`src/twao_pkg.sv`:
```
// Package for the two-wheel arc odometry block: word types, fixed-point
// constants and the CORDIC arctangent table. No dependencies.
package twao_pkg;

    // register indexes on the configuration port
    localparam int CFG_IDX_W = 2;
    localparam logic [CFG_IDX_W-1:0] CFG_HORIZ_OFFSET = 2'd0;
    localparam logic [CFG_IDX_W-1:0] CFG_VERT_OFFSET  = 2'd1;

    // datapath widths that do not move with the fraction width
    localparam int DELTA_W  = 33;   // tracker and heading deltas
    localparam int MA_W     = 36;   // multiplier operand A
    localparam int MB_W     = 28;   // multiplier operand B
    localparam int P_W      = MA_W + MB_W;
    localparam int ZW       = 35;   // CORDIC angle register, Q30
    localparam int XW       = 34;   // CORDIC x/y registers, Q30
    localparam int AT_IDX_W = 5;

    localparam logic signed [MB_W-1:0] DEG2RAD_Q32 = 28'sd74961321;
    localparam logic signed [ZW-1:0] PI_Q30      = 35'sd3373259426;
    localparam logic signed [ZW-1:0] TWO_PI_Q30  = 35'sd6746518853;
    localparam logic signed [ZW-1:0] HALF_PI_Q30 = 35'sd1686629713;
    localparam logic signed [XW-1:0] GAIN_Q30    = 34'sd652032874;

    typedef struct packed {
        logic               cmd;
        logic signed [31:0] horiz_tracker;
        logic signed [31:0] vert_tracker;
        logic signed [31:0] heading;
        logic signed [31:0] set_x;
        logic signed [31:0] set_y;
    } t_in_word;

    typedef struct packed {
        logic signed [31:0] pos_x;
        logic signed [31:0] pos_y;
    } t_out_word;

    // truncated atan(2^-i) in Q30
    function automatic logic signed [ZW-1:0] atan_q30(input logic [AT_IDX_W-1:0] idx);
        logic signed [ZW-1:0] v;
        case (idx)
            5'd0:    v = 35'sh3243F6A8;
            5'd1:    v = 35'sh1DAC6705;
            5'd2:    v = 35'sh0FADBAFC;
            5'd3:    v = 35'sh07F56EA6;
            5'd4:    v = 35'sh03FEAB76;
            5'd5:    v = 35'sh01FFD55B;
            5'd6:    v = 35'sh00FFFAAA;
            5'd7:    v = 35'sh007FFF55;
            5'd8:    v = 35'sh003FFFEA;
            5'd9:    v = 35'sh001FFFFD;
            5'd10:   v = 35'sh000FFFFF;
            5'd11:   v = 35'sh0007FFFF;
            5'd12:   v = 35'sh0003FFFF;
            5'd13:   v = 35'sh0001FFFF;
            5'd14:   v = 35'sh0000FFFF;
            5'd15:   v = 35'sh00007FFF;
            5'd16:   v = 35'sh00003FFF;
            5'd17:   v = 35'sh00001FFF;
            5'd18:   v = 35'sh00000FFF;
            5'd19:   v = 35'sh000007FF;
            5'd20:   v = 35'sh000003FF;
            5'd21:   v = 35'sh000001FF;
            5'd22:   v = 35'sh000000FF;
            5'd23:   v = 35'sh0000007F;
            default: v = '0;
        endcase
        return v;
    endfunction

endpackage

```
`src/twao_mul.sv`:
```
// Shared signed multiplier with registered product.
// Depends on twao_pkg for operand widths.
module twao_mul (
    input  logic                                i_clk,
    input  logic signed [twao_pkg::MA_W-1:0]    i_a,
    input  logic signed [twao_pkg::MB_W-1:0]    i_b,
    output logic signed [twao_pkg::P_W-1:0]     o_p
);

    logic signed [twao_pkg::P_W-1:0] r_p;

    always_ff @(posedge i_clk) begin
        r_p <= twao_pkg::P_W'(i_a) * twao_pkg::P_W'(i_b);
    end

    assign o_p = r_p;

endmodule

```
`config.mk`:
```
export PLATFORM = sky130hd
export DESIGN_NAME = twao_mul
export DESIGN_NICKNAME = d
export VERILOG_FILES = /design/src/twao_pkg.sv /design/src/twao_mul.sv
export SDC_FILE = /design/constraint.sdc
export NUM_CORES = 2
export LEC_CHECK = 0
export BUFFER_PORTS_ARGS = -buffer_cell sky130_fd_sc_hd__buf_2
export CAP_MARGIN = 15
export CORE_UTILIZATION = 25
export CTS_CLUSTER_DIAMETER = 120
export DETAILED_ROUTE_END_ITERATION = 8
export PLACE_DENSITY = 0.48
export SLEW_MARGIN = 20
export SYNTH_ARGS = -nofsm -noshare
export SYNTH_HDL_FRONTEND = slang
export SYNTH_SLANG_ARGS = --single-unit
```
`constraint.sdc`:
```
create_clock -name i_clk -period 12.53 [get_ports i_clk]
set_input_delay 1.253 -clock i_clk [delete_from_list [all_inputs] [get_ports i_clk]]
set_output_delay 1.253 -clock i_clk [all_outputs]
set_load 0.01 [all_outputs]
```
# Word level (Yosys, flattened, before mapping)
# Cells that the tools add are included.
# totals
reg_bits	64
input_bits	65
elab_cells	2
# classes
multipliers	1
# ops
cell	n
multiplier 36 x 28 -> 64 bit	1

# Depth between registers and ports, before layout
# depth
ltp_word	1
ltp_mapped	29
depth_no_buf	27

# Worst setup path before layout
# Ideal clock, no wire load.
# synth_path
path_type	input to register
from	input i_b[4] in the netlist's numbering
to	register r_p, in the netlist o_p[60]
setup_ns	0.086
arrival_time_ns	8.304
t_required_ns	12.444
setup_slack_ns	4.141
path_stages	27
n_path_buf	3
path_cell_list	clkbuf_1 > clkbuf_1 > nand2_1 > fa_1 > inv_1 > fa_1 > inv_1 > fa_1 > inv_1 > fa_1 > fa_1 > fa_1 > inv_1 > fa_1 > inv_1 > ha_1 > ha_1 > clkbuf_1 > a21oi_1 > o21bai_1 > a21oi_1 > o21bai_1 > a21o_1 > a21o_1 > mux2i_1 > o31ai_1 > a211oi_1
# synth_via
elab_chain_len	1
# synth_rtl
element	line	rtl
start: declaration	twao_mul.sv:6	input logic signed [twao_pkg::MB_W-1:0] i_b,
multiplier 36 x 28 -> 64 bit	twao_mul.sv:13	r_p <= twao_pkg::P_W'(i_a) * twao_pkg::P_W'(i_b);
end signal: assignment	twao_mul.sv:13	
end: declaration	twao_mul.sv:10	logic signed [twao_pkg::P_W-1:0] r_p;
# No other way between the ends.

# Final worst setup path
# layout_path
from	input i_b[2] in the netlist's numbering
to	register r_p, in the netlist o_p[60]
# Same word-level chain as after synthesis.

==> impl_metrics.yaml <==
timing:
  finalSetupViolCount: 0
  timing.final.hold_violations: 0
  max_clock_freq_ghz: 0.1110
  slew_violations: 0
  rsz0062_at_grt: "false"
  setup_total_negative_slack_ns: 0
  worst_slew_pin_slew_ns: 1.137
  max-slew-margin-rel_pct: 24.19
  post-route-min-period_ns: 9.008
  post-route-period-util_pct: 71.89
yosys:
  synth_top_area_share_pct: 56.49
  synth.top_cells.by_count: "1031 x sky130_fd_sc_hd__fa_1, 947 x sky130_fd_sc_hd__inv_1, 525 x sky130_fd_sc_hd__and2_1, 497 x sky130_fd_sc_hd__nand2_1, 210 x sky130_fd_sc_hd__clkbuf_1"
  synthTopCellsByArea: "sky130_fd_sc_hd__fa_1 56%, sky130_fd_sc_hd__inv_1 9.7%, sky130_fd_sc_hd__and2_1 9.0%, sky130_fd_sc_hd__ha_1 6.9%, sky130_fd_sc_hd__nand2_1 5.1%"
  synth.avg_cell_area_um2: 9.442
  synth_cells: 3870
  count_of_flip_flops_with_a_built_in_enable_after_synthesis: 0
  postSynth.asyncResetShare_pct: 0
  synthesis.area_um2: 36540
  syn-num-nets: 5167
  dominantRegCellSynth: "sky130_fd_sc_hd__dfxtp_1"
  synth-warning-count: 0
  synth_seq_cells: 64
  synth_largest_area_cell: "sky130_fd_sc_hd__fa_1"
  yosysUniqueCellTypes: 61
  seq_area_frac_synth_pct: 3.506
  synth_most_common_cell: "sky130_fd_sc_hd__fa_1"
grt:
  groute.layer.met2.usage_pct: 28.59
  grt_usage_pct: 15.54
  global_route.usage.met1_pct: 19.15
  grt_start_max_net_pins: 37
  grt.busiest_layer: "met2"
  grt_pass1_wl_mm: 171.8
  grt_remaining_overflow: 0
  grt_pass1_vias: 27990
  grt.met3_usage_pct: 1.766
  grt_antenna_before_repair: 23
route:
  route.antenna.remaining_nets: 0
  drt_drc_violations_left: 0
  wirelength_mm: 110.9
  dr_total_vias: 25110
  drt-initial-drc-count: 1349
  avgViaCountPerCell: 4.390
  first_pass_iters: 7
  wire_per_inst_um: 19.38
critical_path:
  worstSetupEndpointType: "register"
  path_max_fanout: 36
  worst_ep_required_time_ns: 12.82
  crit_start: "i_b[2]"
  timing.critical_path.to: "o_p[60]"
  worstPathArrival_ns: 9.30
  setup.worst_path.start_class: "primary input"
  critical-path-max-stage-delay_ns: 0.80
  crit_type: "in2reg"
  slowest_stage: "sky130_fd_sc_hd__fa_1"
  timing.critical_path.cells: "buf_2 > nand2_1 > inv_1 > fa_1 > fa_1 > inv_1 > fa_1 > inv_1 > fa_1 > inv_1 > fa_1 > inv_1 > fa_1 > inv_1 > fa_1 > inv_1 > ha_1 > ha_1 > a21o_1 > or4_1 > a21oi_1 > nor3_1 > a211oi_1"
layout:
  flip_flop_count_of_the_largest_register_all_copies_and_words_added: 64
  synthToLayoutAreaGrowth_pct: 7.355
  final_nets: 5106
  drive_above_1_share_pct: 4.772
status:
  run_status: "finished, final reports clean"
floorplan:
  dieArea_um2: 147700
  number_of_ports_placed_on_the_die_boundary: 129
  floorplan.die.height_um: 384.3
  floorplan.initialDensity_pct: 25.31
  die_x_um: 384.3
  core_area_um2: 144400
  placementRows: 139
clocking:
  cts_tree: "yes"
  cts.hold.buffers_added: 0
  clk_path_buf_depth: 2
  clk_pin_slew_worst_paths_ns: 0.07
  clkSinkCount: 64
  post-cts-setup-buffers: 0
  tritoncts.num_buffers: 9
  clock-root-buffer: "sky130_fd_sc_hd__clkbuf_16"
  h-tree-depth: 3
  cts-resized-gates: 0
placement:
  placed_wire_length_estimate_after_detailed_placement_mm: 86.21
  port_buffers: 128
  gp_congestion: 0.8183
worst_hold_path:
  min_path_type: "in2reg"
flow_run:
  maxCapViolCount: 0
-- final cells by class --
class                           count  area [um2]
Antenna cell                        3       7.507
Clock buffer                       10       239.0
Clock inverter                      6       115.1
Fill cell                       15610      105100
Inverter                          947        3555
Multi-Input combinational cell   2643       30890
Sequential cell                    64        1281
Tap cell                         1903        2381
Timing Repair Buffer              144       760.7
-- cells by family after synthesis --
kind of cell               synth area share [%]
adders and majority gates                 63.37
and+or+nand+nor                           15.87
xor gates and xnor gates                  1.654
AOI/OAI and AO/OA                         3.592
muxes                                   0.02739
DFF                                       3.506
buffers and inverters                     11.98
-- metal layers --
metal  vias to the layer above  share of wire, %  wire length [um]
li1                      10890                 -                 -
met1                     13550                40             44600
met2                       539                53             59170
met3                       132               3.9              4292
met4                         6               2.5              2748
met5                         -             0.035                39
-- how the worst min path moves through the flow --
stage	from	endpoint	slack, ns	cells past startpoint
after detailed placement	o_p[17]	o_p[17]	1.65	1
final	i_a[0]	o_p[0]	1.51	2
after CTS	i_a[0]	o_p[0]	1.51	2
after global placement	o_p[8]	o_p[8]	1.65	1
after floorplan	i_a[0]	o_p[0]	1.38	1
after global routing	i_a[0]	o_p[0]	1.50	2
-- worst max-delay path: cells and delay by family --
| kind | cells | cell delay (ns) |
|---|---|---|
| compound gates | 3 | 0.97 |
| fa+ha+maj | 9 | 4.67 |
| buf+inv | 8 | 1.59 |
| simple gates | 3 | 0.77 |
-- placed cells by master, fill, tap and decap left out, types with 2 or more instances in the layout --
master / netlist / layout
sky130_fd_sc_hd__dfxtp_1: 64 / 64
sky130_fd_sc_hd__a211oi_2: 2 / 2
sky130_fd_sc_hd__fa_1: 1031 / 1031
sky130_fd_sc_hd__inv_1: 947 / 946
sky130_fd_sc_hd__nand4_1: 8 / 8
sky130_fd_sc_hd__a21o_1: 41 / 41
sky130_fd_sc_hd__o21ai_1: 5 / 5
sky130_fd_sc_hd__nand3_1: 14 / 14
sky130_fd_sc_hd__a21oi_1: 57 / 57
sky130_fd_sc_hd__o211ai_1: 2 / 2
sky130_fd_sc_hd__a211oi_1: 5 / 5
sky130_fd_sc_hd__xor2_1: 19 / 19
sky130_fd_sc_hd__a21boi_0: 3 / 3
sky130_fd_sc_hd__o31ai_1: 4 / 4
sky130_fd_sc_hd__nor2b_1: 5 / 5
sky130_fd_sc_hd__nand2_1: 497 / 497
sky130_fd_sc_hd__o21a_1: 4 / 4
sky130_fd_sc_hd__and3_1: 8 / 8
sky130_fd_sc_hd__or3_1: 4 / 4
sky130_fd_sc_hd__diode_2: 0 / 3
sky130_fd_sc_hd__buf_2: 3 / 128
sky130_fd_sc_hd__ha_1: 201 / 201
sky130_fd_sc_hd__a31oi_1: 6 / 6
sky130_fd_sc_hd__nor3b_1: 2 / 2
sky130_fd_sc_hd__and4_1: 7 / 7
sky130_fd_sc_hd__nand2b_1: 11 / 11
sky130_fd_sc_hd__bufinv_16: 0 / 3
sky130_fd_sc_hd__clkbuf_16: 0 / 9
sky130_fd_sc_hd__and2_1: 525 / 525
sky130_fd_sc_hd__buf_4: 0 / 16
sky130_fd_sc_hd__a41oi_1: 2 / 2
sky130_fd_sc_hd__nor3_1: 7 / 7
sky130_fd_sc_hd__xnor2_1: 50 / 50
sky130_fd_sc_hd__a21oi_2: 4 / 4
sky130_fd_sc_hd__o21bai_1: 7 / 7
sky130_fd_sc_hd__a21o_4: 2 / 2
sky130_fd_sc_hd__o21ai_0: 29 / 29
sky130_fd_sc_hd__nor2_1: 57 / 57
-- stage by stage --
step	hold slack (ns)	std cells	cell area, um2	utilization (%)	worst slack [ns]
after floorplan	1.380	3870	36540	-	4.141
after global placement	1.649	5701	38860	26.92	3.245
after detailed placement	1.648	5701	38870	26.92	3.132
after CTS	1.513	5717	39220	27.17	3.504
after global routing	1.496	5719	39230	27.17	2.963
final	1.510	5720	39230	27.18	3.522
Power is left out: the tool's default activity adds up to more than one toggle a clock period on the data nets, which glitch-free logic cannot reach.
