## config.mk

```make
export PLATFORM = sky130hd
export DESIGN_NAME = twao_div
export DESIGN_NICKNAME = d
export VERILOG_FILES = /design/src/twao_pkg.sv /design/src/twao_div.sv
export SDC_FILE = /design/constraint.sdc
export NUM_CORES = 1
export LEC_CHECK = 0
export BUFFER_PORTS_ARGS = -buffer_cell sky130_fd_sc_hd__buf_4
export CORE_MARGIN = 2
export CORE_UTILIZATION = 40
export CTS_CLUSTER_DIAMETER = 80
export DETAILED_ROUTE_END_ITERATION = 8
export SLEW_MARGIN = 10
export SYNTH_ARGS = -nofsm -noshare
export SYNTH_HDL_FRONTEND = slang
export SYNTH_SLANG_ARGS = --single-unit
```

## constraint.sdc

```tcl
create_clock -name i_clk -period 9.4 [get_ports i_clk]
set_clock_uncertainty 0.15 [all_clocks]
set_input_delay 0.47 -clock i_clk [delete_from_list [all_inputs] [get_ports i_clk]]
set_output_delay 0.47 -clock i_clk [all_outputs]
set_load 0.03 [all_outputs]
```

## src/twao_pkg.sv

```systemverilog
// Package for the two-wheel arc odometry block: word types, fixed-point
// constants and the CORDIC arctangent table. No dependencies.
package twao_pkg;

    // register indexes on the configuration port
    localparam int CFG_IDX_W = 2;
    localparam logic [CFG_IDX_W-1:0] CFG_HORIZ_OFFSET = 2'd0;
    localparam logic [CFG_IDX_W-1:0] CFG_VERT_OFFSET  = 2'd1;

    // datapath widths that do not move with the fraction width
    localparam int DELTA_W  = 33;   // tracker and heading deltas
    localparam int MA_W     = 36;   // multiplier operand A
    localparam int MB_W     = 28;   // multiplier operand B
    localparam int P_W      = MA_W + MB_W;
    localparam int ZW       = 35;   // CORDIC angle register, Q30
    localparam int XW       = 34;   // CORDIC x/y registers, Q30
    localparam int AT_IDX_W = 5;

    localparam logic signed [MB_W-1:0] DEG2RAD_Q32 = 28'sd74961321;
    localparam logic signed [ZW-1:0] PI_Q30      = 35'sd3373259426;
    localparam logic signed [ZW-1:0] TWO_PI_Q30  = 35'sd6746518853;
    localparam logic signed [ZW-1:0] HALF_PI_Q30 = 35'sd1686629713;
    localparam logic signed [XW-1:0] GAIN_Q30    = 34'sd652032874;

    typedef struct packed {
        logic               cmd;
        logic signed [31:0] horiz_tracker;
        logic signed [31:0] vert_tracker;
        logic signed [31:0] heading;
        logic signed [31:0] set_x;
        logic signed [31:0] set_y;
    } t_in_word;

    typedef struct packed {
        logic signed [31:0] pos_x;
        logic signed [31:0] pos_y;
    } t_out_word;

    // truncated atan(2^-i) in Q30
    function automatic logic signed [ZW-1:0] atan_q30(input logic [AT_IDX_W-1:0] idx);
        logic signed [ZW-1:0] v;
        case (idx)
            5'd0:    v = 35'sh3243F6A8;
            5'd1:    v = 35'sh1DAC6705;
            5'd2:    v = 35'sh0FADBAFC;
            5'd3:    v = 35'sh07F56EA6;
            5'd4:    v = 35'sh03FEAB76;
            5'd5:    v = 35'sh01FFD55B;
            5'd6:    v = 35'sh00FFFAAA;
            5'd7:    v = 35'sh007FFF55;
            5'd8:    v = 35'sh003FFFEA;
            5'd9:    v = 35'sh001FFFFD;
            5'd10:   v = 35'sh000FFFFF;
            5'd11:   v = 35'sh0007FFFF;
            5'd12:   v = 35'sh0003FFFF;
            5'd13:   v = 35'sh0001FFFF;
            5'd14:   v = 35'sh0000FFFF;
            5'd15:   v = 35'sh00007FFF;
            5'd16:   v = 35'sh00003FFF;
            5'd17:   v = 35'sh00001FFF;
            5'd18:   v = 35'sh00000FFF;
            5'd19:   v = 35'sh000007FF;
            5'd20:   v = 35'sh000003FF;
            5'd21:   v = 35'sh000001FF;
            5'd22:   v = 35'sh000000FF;
            5'd23:   v = 35'sh0000007F;
            default: v = '0;
        endcase
        return v;
    endfunction

endpackage

```

## src/twao_div.sv

```systemverilog
// Iterative restoring divider: (num * 2^FRAC_BITS) / den, truncated toward
// zero and saturated to 32-bit signed. Depends on twao_pkg.
module twao_div #(
    parameter int FRAC_BITS = 16
) (
    input  logic                                    i_clk,
    input  logic                                    i_rst_n,
    input  logic                                    i_start,
    input  logic signed [twao_pkg::DELTA_W-1:0]     i_num,
    input  logic signed [twao_pkg::DELTA_W-1:0]     i_den,
    output logic signed [31:0]                      o_quot,
    output logic                                    o_busy
);

    localparam int NW = twao_pkg::DELTA_W + FRAC_BITS;
    localparam int DW = twao_pkg::DELTA_W + 32;

    typedef enum logic [1:0] {S_IDLE, S_CHK, S_RUN, S_FIN} t_state;

    t_state                         r_state;
    logic [NW-1:0]                  r_rem;
    logic [DW-1:0]                  r_d;
    logic [31:0]                    r_q;
    logic [4:0]                     r_cnt;
    logic                           r_neg;
    logic                           r_sat;
    logic signed [31:0]             r_quot;
    logic [twao_pkg::DELTA_W-1:0]   num_mag;
    logic [twao_pkg::DELTA_W-1:0]   den_mag;
    logic                           ge;

    assign num_mag = i_num[twao_pkg::DELTA_W-1] ? twao_pkg::DELTA_W'(-i_num) : i_num;
    assign den_mag = i_den[twao_pkg::DELTA_W-1] ? twao_pkg::DELTA_W'(-i_den) : i_den;
    assign ge      = DW'(r_rem) >= r_d;

    always_ff @(posedge i_clk) begin
        if (!i_rst_n) begin
            r_state <= S_IDLE;
        end else begin
            unique case (r_state)
                S_IDLE: begin
                    if (i_start) begin
                        r_rem   <= {num_mag, FRAC_BITS'(0)};
                        r_d     <= {den_mag, 32'd0};
                        r_neg   <= i_num[twao_pkg::DELTA_W-1] ^ i_den[twao_pkg::DELTA_W-1];
                        r_q     <= '0;
                        r_cnt   <= 5'd31;
                        r_state <= S_CHK;
                    end
                end
                S_CHK: begin
                    // quotient of 2^32 or more saturates regardless of sign
                    r_sat   <= ge;
                    r_d     <= r_d >> 1;
                    r_state <= ge ? S_FIN : S_RUN;
                end
                S_RUN: begin
                    if (ge) begin
                        r_rem <= r_rem - NW'(r_d);
                    end
                    r_q   <= {r_q[30:0], ge};
                    r_d   <= r_d >> 1;
                    r_cnt <= r_cnt - 5'd1;
                    if (r_cnt == 5'd0) begin
                        r_state <= S_FIN;
                    end
                end
                S_FIN: begin
                    if (r_sat) begin
                        r_quot <= r_neg ? 32'sh8000_0000 : 32'sh7FFF_FFFF;
                    end else if (!r_neg) begin
                        r_quot <= (r_q > 32'h7FFF_FFFF) ? 32'sh7FFF_FFFF : $signed(r_q);
                    end else begin
                        r_quot <= (r_q > 32'h8000_0000) ? 32'sh8000_0000 : $signed(-r_q);
                    end
                    r_state <= S_IDLE;
                end
                default: r_state <= S_IDLE;
            endcase
        end
    end

    assign o_quot = r_quot;
    assign o_busy = (r_state != S_IDLE);

endmodule

```

Word-level counts from Yosys, hierarchy flattened
Index checks and enable logic that the tools add are counted.
{"block": "word_totals", "register_bits": 187, "inputBits": 69, "out_inout_bits": 33, "wordCells": 56}
{"block": "classes", "n_mux": 20, "addsub": 5, "n_reduce_logical": 13, "n_bitwise": 1, "eq_ne": 6, "magnitude_cmp": 3}
{"operator": "2-to-1 mux 32 bit", "n": 6}
{"operator": "case mux 65 bit (2 select lines)", "n": 1}
{"operator": "2-to-1 mux 49 bit", "n": 2}
{"operator": "case mux 49 bit (2 select lines)", "n": 1}
{"operator": "2-to-1 mux 33 bit", "n": 2}
{"operator": "negation 33 bit", "n": 2}
{"operator": "greater-or-equal comparator 49 x 65 -> 1 bit", "n": 1}
{"operator": "2-to-1 mux 65 bit", "n": 1}
{"operator": "case mux 32 bit (2 select lines)", "n": 1}
{"operator": "subtractor 49 bit", "n": 1}
{"operator": "greater-than comparator 32 x 31 -> 1 bit, second input constant", "n": 1}
{"operator": "greater-than comparator 32 bit, second input constant", "n": 1}
{"operator": "negation 32 bit", "n": 1}
{"operator": "case mux 5 bit (2 select lines)", "n": 1}
{"operator": "AND reduction 3 bit", "n": 3}
{"operator": "case mux 2 bit (4 select lines)", "n": 1}
{"operator": "!= test 2 bit, second input constant", "n": 3}
{"operator": "AND reduction 2 bit", "n": 3}
{"operator": "nonzero test 2 bit", "n": 3}
{"operator": "zero test 5 bit", "n": 1}
{"operator": "2-to-1 mux 5 bit", "n": 1}
{"operator": "subtractor 5 x 1 -> 5 bit, second input constant", "n": 1}
{"operator": "== test 2 bit, second input constant", "n": 2}
{"operator": "2-to-1 mux 2 bit", "n": 2}
{"operator": "6 further kinds", "n": 6}

Logic depth before layout (Yosys ltp)
Gate-level depths: netlist of run 1.
{"block": "depth", "word_depth": 4, "depth_mapped": 13, "ltp_nobuf": 13}

Worst setup path after synthesis of run 1
No wires, ideal clock.
{"block": "synth_path", "path_type": "register to register", "from": "register r_state[0]", "to": "register r_d[0] (enable)", "t_arrival_ns": 6.033, "t_required_ns": 8.662, "path_buffers": 2, "synth_period_minus_slack_ns": 6.771, "path_stages_with_launch": 7, "path_slack_ns": 2.629, "setup_time_ns": 0.588, "cell_sequence": "dfxtp_1 inv_1 ha_1 clkbuf_1 clkbuf_1 nand2_1 a21boi_0"}
{"block": "synth_via", "elab_chain_len": 4, "word_cells_on_any_way": 7, "cone_classes": "eq/ne (3); reduce/logical (4)"}
{"item": "from (decl)", "line": "twao_div.sv:20", "rtl": "t_state r_state;"}
{"item": "from (signal assigned)", "line": "twao_div.sv:55", "rtl": "r_state <= ge ? S_FIN : S_RUN;"}
{"item": "== test 2 bit or == test 2 x 1 -> 1 bit (tied branches)", "line": "twao_div.sv:40", "rtl": "unique case (r_state)"}
{"item": "OR reduction 2 bit (no line)"}
{"item": "nonzero test 2 bit (no line)"}
{"item": "AND reduction 3 bit (no line) (*)"}
{"item": "to (signal assigned)", "line": "twao_div.sv:44", "rtl": "r_d <= {den_mag, 32'd0};"}
{"item": "to (signal assigned)", "line": "twao_div.sv:54", "rtl": "r_d <= r_d >> 1;"}
{"item": "to (signal assigned)", "line": "twao_div.sv:62", "rtl": "r_d <= r_d >> 1;"}
{"item": "to (decl)", "line": "twao_div.sv:22", "rtl": "logic [DW-1:0] r_d;"}
Mark *: on every way between the ends. The rest lies on a longest branch, timed or not.
A chain may end at the register's enable or synchronous reset.

Worst setup path after layout of run 1
{"block": "layout_path", "from": "register r_q[1]", "to": "register r_quot[6], in the netlist o_quot[6] (data pin)"}
{"block": "layout_via", "elab_chain_len": 4, "word_cells_on_any_way": 7, "cone_classes": "add/sub (1); order compare (2); mux (4)"}
{"item": "from (decl)", "line": "twao_div.sv:23", "rtl": "logic [31:0] r_q;"}
{"item": "from (signal assigned)", "line": "twao_div.sv:61", "rtl": "r_q <= {r_q[30:0], ge};"}
{"item": "negation 32 bit (tied with other cells)", "line": "twao_div.sv:74", "rtl": "r_quot <= (r_q > 32'h8000_0000) ? 32'sh8000_0000 : $signed(-r_q);"}
{"item": "2-to-1 mux 32 bit (on tied branches)", "line": "twao_div.sv:74, twao_div.sv:72"}
{"item": "2-to-1 mux 32 bit (*)", "line": "twao_div.sv:71", "rtl": "end else if (!r_neg) begin"}
{"item": "2-to-1 mux 32 bit (*)", "line": "twao_div.sv:69", "rtl": "if (r_sat) begin"}
{"item": "to (signal assigned)", "line": "twao_div.sv:70", "rtl": "r_quot <= r_neg ? 32'sh8000_0000 : 32'sh7FFF_FFFF;"}
{"item": "to (signal assigned)", "line": "twao_div.sv:72", "rtl": "r_quot <= (r_q > 32'h7FFF_FFFF) ? 32'sh7FFF_FFFF : $signed(r_q);"}
{"item": "to (signal assigned)", "line": "twao_div.sv:74"}
{"item": "to (decl)", "line": "twao_div.sv:27", "rtl": "logic signed [31:0] r_quot;"}
Marked as above.

==> results of run 1 <==
==> worst max-delay path, cell delays in order, from the launching register on <==
cell      delay (ns)
edfxtp_1        0.42
inv_1           0.12
ha_1            0.20
or3b_1          0.43
nor4b_4         0.46
nand3_1         0.16
or3_1           0.42
nor4_4          0.34
nand2_1         0.12
or2_1           0.25
a21oi_2         0.81
o21ai_0         0.21
a21oi_1         0.19
==> per-stage QoR <==
stage / power (mW) / hold slack, ns / setup slack [ns] / cells
after floorplan: 2.77 / 0.375 / 2.63 / 1330
after global placement: 3.22 / 0.387 / 5.06 / 1776
after detailed placement: 3.23 / 0.391 / 4.93 / 1776
after CTS: 3.98 / 0.161 / 4.87 / 1808
after global routing: 4.27 / 0.160 / 4.51 / 1808
final: 3.96 / 0.164 / 4.95 / 1808
==> per-layer routing <==
| layer | wire [um] | vias up | share of wire |
|---|---|---|---|
| met4 | 261 | 0 | 0.0091 |
| met1 | 14000 | 4602 | 0.49 |
| met2 | 13300 | 240 | 0.46 |
| met3 | 1160 | 19 | 0.040 |
| li1 | - | 4916 | - |
| met5 | 0 | - | 0 |
==> sequential cells by signal, summed over array words and instances (netlist names) <==
| signal | count |
|---|---|
| r_cnt | 5 |
| o_quot | 32 |
| r_neg | 1 |
| r_rem | 49 |
| r_q | 32 |
| r_d | 65 |
| r_sat | 1 |
| r_state | 2 |
==> logic make-up after synthesis <==
family,Yosys count
adder cells (fa/ha/maj),58
multiplexers,9
AO/OA/AOI/OAI,365
flip-flops,187
buffers and inverters,147
AND/OR/NAND/NOR,461
XOR/XNOR,103
==> power breakdown <==
group,switching [mW],internal [mW]
sequential,0.116,1.26
clock,0.375,0.359
combinational,1.16,0.694
total,1.65,2.31
==> cell usage after synthesis, types with 38 or more instances <==
cell / number / area, um^2
and2_1: 61 / 382
inv_1: 88 / 330
ha_1: 57 / 713
clkbuf_1: 55 / 206
xnor2_1: 60 / 526
nand2_1: 140 / 526
nor2_1: 104 / 390
o21ai_0: 101 / 505
a21o_1: 38 / 285
xor2_1: 43 / 377
edfxtp_1: 185 / 5560
a21oi_1: 134 / 671
==> area by class of cell <==
| type | count | area share |
|---|---|---|
| Inverter | 88 | 0.0235 |
| Timing Repair Buffer | 109 | 0.0582 |
| Sequential cell | 187 | 0.398 |
| Tap cell | 396 | 0.0352 |
| Clock buffer | 17 | 0.0303 |
| Clock inverter | 15 | 0.0120 |
| Multi-Input combinational cell | 996 | 0.443 |
==> how the worst max path moves through the flow <==
stage / from / slack (ns) / depth (start not counted) / end
2_1_floorplan: r_state[0] / 2.63 / 6 / r_d[0]
3_3_place_gp: r_q[0] / 5.06 / 12 / o_quot[8]
3_5_place_dp: r_q[1] / 4.93 / 12 / o_quot[15]
4_1_cts: r_q[1] / 4.87 / 12 / o_quot[7]
5_1_grt: r_q[1] / 4.51 / 12 / o_quot[7]
6_report: r_q[1] / 4.95 / 12 / o_quot[6]
==> run_summary.xml, run 1 <==
<?xml version="1.0" encoding="UTF-8"?>
<metrics>
  <group name="outcome">
    <metric name="outcome" unit="">finished, final reports clean</metric>
  </group>
  <group name="hold_path">
    <metric name="hold_crit_class" unit="">in -&gt; reg</metric>
    <metric name="hp-start" unit="">i_rst_n</metric>
    <metric name="timing.hold.worst_path_depth" unit="">2</metric>
    <metric name="whs_endpoint" unit="">r_state[1]</metric>
  </group>
  <group name="layout">
    <metric name="multi_input_area" unit="um^2">6230</metric>
    <metric name="most_frequent_standard_cell_in_the_layout_excluding_fill_and_tap_cells" unit="">edfxtp_1</metric>
    <metric name="n_fill_cell" unit="">2955</metric>
    <metric name="area.growth.synth_to_final" unit="%">13.8</metric>
    <metric name="insertedDiodeCount" unit="">0</metric>
    <metric name="final_core_util" unit="">0.461</metric>
    <metric name="final_layout_size_suffix_gt1_frac" unit="">0.115</metric>
    <metric name="ff_latch_area" unit="um^2">5600</metric>
    <metric name="mostFrequentLayoutCells" unit="">185 x edfxtp_1, 140 x nand2_1, 134 x a21oi_1</metric>
    <metric name="finish.instance_area" unit="um^2">14100</metric>
    <metric name="finalNetCount" unit="">1526</metric>
  </group>
  <group name="sta">
    <metric name="worst_slew_pin_slew" unit="ns">1.12</metric>
    <metric name="clock.fmax" unit="GHz">0.225</metric>
    <metric name="report.final.hold_viol_count" unit="">0</metric>
    <metric name="rsz0062_at_grt" unit="">no</metric>
    <metric name="finalCritPeriodShare" unit="">0.473</metric>
    <metric name="setup_viol" unit="">0</metric>
    <metric name="totalNegativeSetupSlack" unit="ns">0</metric>
    <metric name="finalCriticalPeriod" unit="ns">4.45</metric>
    <metric name="maxSlewHeadroom" unit="">0.250</metric>
    <metric name="finalMaxSlewViolations" unit="">0</metric>
  </group>
  <group name="route">
    <metric name="detailedRoute.firstIterationViolations" unit="">764</metric>
    <metric name="firstDrtPassIters" unit="">5</metric>
    <metric name="via_count" unit="">9777</metric>
    <metric name="wire_per_inst" unit="um">15.9</metric>
    <metric name="wire_length_reported_by_the_detailed_router" unit="um">28700</metric>
    <metric name="drc" unit="">0</metric>
    <metric name="vias_per_cell" unit="">5.41</metric>
    <metric name="postRouteAntennaNets" unit="">0</metric>
  </group>
  <group name="critical_path">
    <metric name="regToRegEndpoint" unit="">o_quot[6]</metric>
    <metric name="worst-r2r-setup-slack" unit="ns">4.95</metric>
    <metric name="number_of_cells_on_the_worst_reg_to_reg_path" unit="">12</metric>
    <metric name="worst_setup_path_start_kind" unit="">flop</metric>
    <metric name="required_worst_endpoint" unit="ns">9.53</metric>
    <metric name="path_class" unit="">reg -&gt; reg</metric>
    <metric name="timing.critical_path.arrival" unit="ns">4.58</metric>
    <metric name="crit-reg2reg-launch" unit="">r_q[1]</metric>
    <metric name="setup.worst_path.end_class" unit="">flop</metric>
    <metric name="critical_path.max_fanout" unit="">25</metric>
  </group>
  <group name="clock_network">
    <metric name="post-cts-setup-buffers" unit="">0</metric>
    <metric name="clock_transition_at_the_register_clock_pins_on_the_worst_setup_and_hold_paths_after_cts" unit="ns">0.07</metric>
    <metric name="cts-root-to-sink-buffers" unit="">2</metric>
    <metric name="cts_made_buffers" unit="">17</metric>
    <metric name="clock-root-buffer" unit="">clkbuf_16</metric>
    <metric name="clk_latency" unit="ns">0.44</metric>
    <metric name="cts-htree-levels" unit="">4</metric>
    <metric name="cts_tree" unit="">yes</metric>
    <metric name="cts_resized" unit="">0</metric>
    <metric name="clkSinkCount" unit="">187</metric>
    <metric name="post_cts_hold_buffer_count" unit="">0</metric>
  </group>
  <group name="synth">
    <metric name="synth_seq_area_share" unit="">0.453</metric>
    <metric name="synth_compound_area_frac" unit="">0.176</metric>
    <metric name="ys_ff_latch" unit="">187</metric>
    <metric name="syn_inst" unit="">1330</metric>
    <metric name="synth_top_flop_cell" unit="">edfxtp_1</metric>
    <metric name="synth_cell_types" unit="">59</metric>
    <metric name="synthesis.yosys.warnings" unit="">0</metric>
    <metric name="avgSynthCellArea" unit="um^2">9.29</metric>
    <metric name="synth_edf_count" unit="">185</metric>
    <metric name="yosys-mux-area-fraction" unit="">0.00769</metric>
    <metric name="synth-simple-area-share" unit="">0.186</metric>
    <metric name="synth.net_count" unit="">1457</metric>
    <metric name="synth_adder_area_share" unit="">0.0593</metric>
    <metric name="synth-xor-area-share" unit="">0.0730</metric>
    <metric name="synth.cell_area" unit="um^2">12400</metric>
    <metric name="dominant_combinational_cell_family_by_area_after_synthesis" unit="">simple AND/OR/NAND/NOR gates</metric>
    <metric name="synth_async_sr_flop_share" unit="">0</metric>
  </group>
  <group name="place">
    <metric name="place_congestion" unit="">0.865</metric>
    <metric name="io_buffers" unit="">101</metric>
    <metric name="dpl.hpwl" unit="um">20500</metric>
    <metric name="place_area" unit="um^2">13500</metric>
  </group>
  <group name="global_routing">
    <metric name="layer_carrying_the_most_global_route_usage" unit="">met2</metric>
    <metric name="initial_antenna_violation_count" unit="">0</metric>
    <metric name="globalRouteMet2Util" unit="">0.295</metric>
    <metric name="grt_pass1_vias" unit="">9435</metric>
    <metric name="grt_overflow" unit="">0</metric>
    <metric name="largest_net_degree_at_the_start_of_global_routing" unit="">99</metric>
    <metric name="grtUsageMet1" unit="">0.249</metric>
    <metric name="grt_first_pass_wirelength" unit="um">47800</metric>
    <metric name="globalRouteTotalUtil" unit="">0.178</metric>
    <metric name="routing_usage_on_met3" unit="">0.0245</metric>
  </group>
  <group name="power_and_ir_drop">
    <metric name="irDropWorstVdd" unit="V">0.000215</metric>
    <metric name="power.leakage" unit="nW">5.45</metric>
    <metric name="powerDensity" unit="nW/um^2">281</metric>
  </group>
  <group name="floorplanning">
    <metric name="floorplan.rows" unit="">64</metric>
    <metric name="coreArea" unit="um^2">30500</metric>
    <metric name="design.die.area" unit="um^2">32300</metric>
    <metric name="io-pin-count" unit="">102</metric>
    <metric name="floorplan.initialDensity" unit="">0.405</metric>
    <metric name="die-width" unit="um">180</metric>
    <metric name="fp.dieH" unit="um">180</metric>
  </group>
  <group name="run">
    <metric name="drv.max_cap_violation_count" unit="">0</metric>
  </group>
</metrics>
Note: power is estimated with default switching activity, not from simulation.
==> run 2, diff against run 1 <==
Settings changed: ABC_AREA set to 1.
Clock period 9.4 ns to 4.16 ns, I/O delays scaled along.
==> run 2 against run 1 <==
Net effect: design area grew 18%; critical path depth up 2; setup slack lost 3.9 ns; via count is 39% higher; wire length rose by 49%; die area rose by 17%; power grew to 2.7 times the previous value; synthesized cell count up 54%; utilization is 0.30 points higher; sequential power grew 140%; area after synthesis grew 18%; critical endpoint is now r_rem[31].
==> run_summary.xml, run 2 <==
<?xml version="1.0" encoding="UTF-8"?>
<metrics>
  <group name="sta">
    <metric name="finalCriticalPeriod" unit="ns">3.15</metric>
    <metric name="totalNegativeSetupSlack" unit="ns">0</metric>
    <metric name="finalCritPeriodShare" unit="">0.756</metric>
    <metric name="setup_viol" unit="">0</metric>
    <metric name="setup_slack" unit="ns">1.01</metric>
    <metric name="report.final.hold_viol_count" unit="">0</metric>
    <metric name="clock.fmax" unit="GHz">0.318</metric>
    <metric name="finalMaxSlewViolations" unit="">0</metric>
    <metric name="maxSlewHeadroom" unit="">0.247</metric>
    <metric name="worst_slew_pin_slew" unit="ns">1.12</metric>
    <metric name="rsz0062_at_grt" unit="">no</metric>
  </group>
  <group name="layout">
    <metric name="most_frequent_standard_cell_in_the_layout_excluding_fill_and_tap_cells" unit="">nand2_1</metric>
    <metric name="area.growth.synth_to_final" unit="%">13.7</metric>
    <metric name="finalNetCount" unit="">2267</metric>
    <metric name="insertedDiodeCount" unit="">0</metric>
    <metric name="finish.instance_area" unit="um^2">16500</metric>
    <metric name="mostFrequentLayoutCells" unit="">501 x nand2_1, 350 x inv_1, 210 x nor2_1</metric>
    <metric name="max_ffs_per_register" unit="">65</metric>
    <metric name="most_flop_heavy_register" unit="">r_d</metric>
    <metric name="final_layout_size_suffix_gt1_frac" unit="">0.109</metric>
    <metric name="biggestRegsByFlops" unit="">r_d: 65 flops, r_rem: 49 flops</metric>
  </group>
  <group name="critical_path">
    <metric name="critical_path.max_stage_delay" unit="ns">0.43</metric>
    <metric name="worst_setup_path_start_kind" unit="">flop</metric>
    <metric name="path_class" unit="">reg -&gt; reg</metric>
    <metric name="timing.critical_path.arrival" unit="ns">3.14</metric>
    <metric name="required_worst_endpoint" unit="ns">4.16</metric>
    <metric name="cp_common_cell" unit="">nand2_1</metric>
    <metric name="setup.worst_path.end_class" unit="">flop</metric>
    <metric name="number_of_cells_on_the_worst_reg_to_reg_path" unit="">14</metric>
    <metric name="count_of_buffer_and_inverter_cells_on_the_critical_path" unit="">4</metric>
    <metric name="critical_path.cell_chain" unit="">ha_1, nand2_1, nor2_1, inv_1, nor2_1, nand2_1, nor2_1, nand4_1, nand2_1, inv_1, nand2_1, o21ai_0, inv_2, buf_12</metric>
    <metric name="cpLargestDelayFamily" unit="">simple AND/OR/NAND/NOR gates</metric>
    <metric name="cp.depth" unit="">14</metric>
    <metric name="cpMaxStageDelayCell" unit="">inv_2</metric>
    <metric name="critical_path.max_fanout" unit="">28</metric>
  </group>
  <group name="synth">
    <metric name="syn_inst" unit="">2044</metric>
    <metric name="synth_async_sr_flop_share" unit="">0</metric>
    <metric name="synthTopCellsByCount" unit="">501 x nand2_1, 352 x inv_1, 210 x nor2_1, 185 x edfxtp_1, 131 x a21oi_1</metric>
    <metric name="synth_edf_count" unit="">185</metric>
    <metric name="synth.top_cell.area_share" unit="">0.382</metric>
    <metric name="synth_seq_area_share" unit="">0.385</metric>
    <metric name="synth_area_leaders" unit="">edfxtp_1 38%, nand2_1 13%, inv_1 9.1%</metric>
    <metric name="synth.most_common_cell" unit="">nand2_1</metric>
    <metric name="synth.net_count" unit="">2171</metric>
    <metric name="synth_cell_types" unit="">55</metric>
    <metric name="avgSynthCellArea" unit="um^2">7.12</metric>
    <metric name="ys_ff_latch" unit="">187</metric>
    <metric name="library_cell_with_the_largest_summed_area_after_synthesis" unit="">edfxtp_1</metric>
    <metric name="synthesis.yosys.warnings" unit="">0</metric>
    <metric name="synth_top_flop_cell" unit="">edfxtp_1</metric>
    <metric name="synth.cell_area" unit="um^2">14500</metric>
  </group>
  <group name="floorplanning">
    <metric name="io-pin-count" unit="">102</metric>
    <metric name="die-width" unit="um">195</metric>
    <metric name="coreArea" unit="um^2">35700</metric>
    <metric name="floorplan.rows" unit="">69</metric>
    <metric name="design.die.area" unit="um^2">37900</metric>
    <metric name="fp.dieH" unit="um">195</metric>
    <metric name="floorplan.initialDensity" unit="">0.408</metric>
  </group>
  <group name="place">
    <metric name="place_area" unit="um^2">15800</metric>
    <metric name="place_congestion" unit="">0.986</metric>
    <metric name="dpl.hpwl" unit="um">33400</metric>
    <metric name="preCtsSetupSlack" unit="ns">0.995</metric>
    <metric name="io_buffers" unit="">101</metric>
  </group>
  <group name="clock_network">
    <metric name="cts-root-to-sink-buffers" unit="">2</metric>
    <metric name="cts_tree" unit="">yes</metric>
    <metric name="clock_transition_at_the_register_clock_pins_on_the_worst_setup_and_hold_paths_after_cts" unit="ns">0.07</metric>
    <metric name="clkSinkCount" unit="">187</metric>
    <metric name="clock-root-buffer" unit="">clkbuf_16</metric>
    <metric name="cts-htree-levels" unit="">4</metric>
    <metric name="cts_made_buffers" unit="">17</metric>
    <metric name="clk_latency" unit="ns">0.45</metric>
  </group>
  <group name="power_and_ir_drop">
    <metric name="clock_power_share" unit="">0.162</metric>
    <metric name="p_sw" unit="mW">5.17</metric>
    <metric name="internal_portion_of_total_power" unit="mW">5.57</metric>
    <metric name="powerDensity" unit="nW/um^2">649</metric>
    <metric name="power.combinational.fraction" unit="">0.537</metric>
    <metric name="power.sequential.fraction" unit="">0.300</metric>
    <metric name="power.leakage" unit="nW">7.69</metric>
    <metric name="irDropWorstVdd" unit="V">0.000453</metric>
    <metric name="net_switching_fraction_of_the_power" unit="">0.482</metric>
  </group>
  <group name="outcome">
    <metric name="outcome" unit="">finished, final reports clean</metric>
  </group>
  <group name="route">
    <metric name="detailedRoute.firstIterationViolations" unit="">949</metric>
    <metric name="postRouteAntennaNets" unit="">0</metric>
    <metric name="via_count" unit="">13600</metric>
    <metric name="wire_length_reported_by_the_detailed_router" unit="um">42900</metric>
    <metric name="vias_per_cell" unit="">5.19</metric>
    <metric name="wire_per_inst" unit="um">16.4</metric>
    <metric name="drc" unit="">0</metric>
    <metric name="firstDrtPassIters" unit="">5</metric>
  </group>
  <group name="global_routing">
    <metric name="globalRouteTotalUtil" unit="">0.225</metric>
    <metric name="grt_first_pass_wirelength" unit="um">68100</metric>
    <metric name="initial_antenna_violation_count" unit="">0</metric>
    <metric name="largest_net_degree_at_the_start_of_global_routing" unit="">87</metric>
    <metric name="grt_overflow" unit="">0</metric>
    <metric name="grt_pass1_vias" unit="">13100</metric>
  </group>
  <group name="run">
    <metric name="drv.max_cap_violation_count" unit="">0</metric>
  </group>
  <group name="hold_path">
    <metric name="timing.hold.worst_path_depth" unit="">5</metric>
    <metric name="hold_crit_class" unit="">in -&gt; reg</metric>
  </group>
</metrics>
## run 2: layout make-up
type | count | area, um^2
clock inverter | 15 | 205
timing repair buffer | 121 | 946
clock buffer | 17 | 425
sequential | 187 | 5600
tap | 461 | 577
inverter | 371 | 1390
multi-input combinational | 1442 | 7400
fill | 3673 | 19100
## run 2: kinds of logic (layout without fill, tap and decap cells)
family	after synthesis	after routing	synth area share
DFF	187	187	0.385
adders and majority gates	58	58	0.0504
buffers and inverters	415	524	0.109
AOI/OAI and AO/OA	319	319	0.122
xor gates and xnor gates	36	36	0.0217
and+or+nand+nor	1029	1029	0.312
## run 2: power by group through the flow
stage	clock [mW]	sequential (mW)	combinational, mW
after global routing	1.85	3.29	6.45
final	1.74	3.23	5.77
after global placement	0	3.25	5.67
after CTS	1.78	3.23	5.75
after floorplan	0	3.23	4.00
after detailed placement	0	3.27	5.72
## run 2: what timing repair did
item / 4_1_cts / 5_1_grt
hold endpoints to repair: 12 / 0
gates resized for setup: 0 / 0
endpoints found under the setup margin: 0 / 0
setup buffers: 0 / 0
hold buffers: 10 / 0
## run 2: worst min-delay path: cells and delay by family
kind                   cells  cell delay, ns
buffers and inverters      2            0.13
and+or+nand+nor            3            0.17
## run 2: final timing paths
kind	from	to	slack (ns)
worst max-delay path	r_rem[10]	r_rem[31]	1.01
worst min-delay path	i_num[31]	r_rem[47]	0.03
worst max register to register	r_rem[10]	r_rem[31]	1.01
worst min register to register	r_d[22]	r_d[21]	0.39
## run 2: routing by layer
metal / vias up / global-route usage / part of all wire
li1: 6891 / - / -
met2: 349 / 0.379 / 0.47
met3: 50 / 0.0283 / 0.048
met5: - / 0 / 0
met4: 0 / 0.0652 / 0.019
met1: 6266 / 0.304 / 0.46
## run 2: per-stage QoR
step	instances	util	hold slack (ns)	total power, mW
after detailed placement	2572	0.443	0.369	8.99
after global routing	2614	0.464	0.0235	11.6
after CTS	2614	0.464	0.00373	10.8
after floorplan	2044	-	0.196	7.23
final	2614	0.464	0.0264	10.7
after global placement	2572	0.443	0.361	8.92
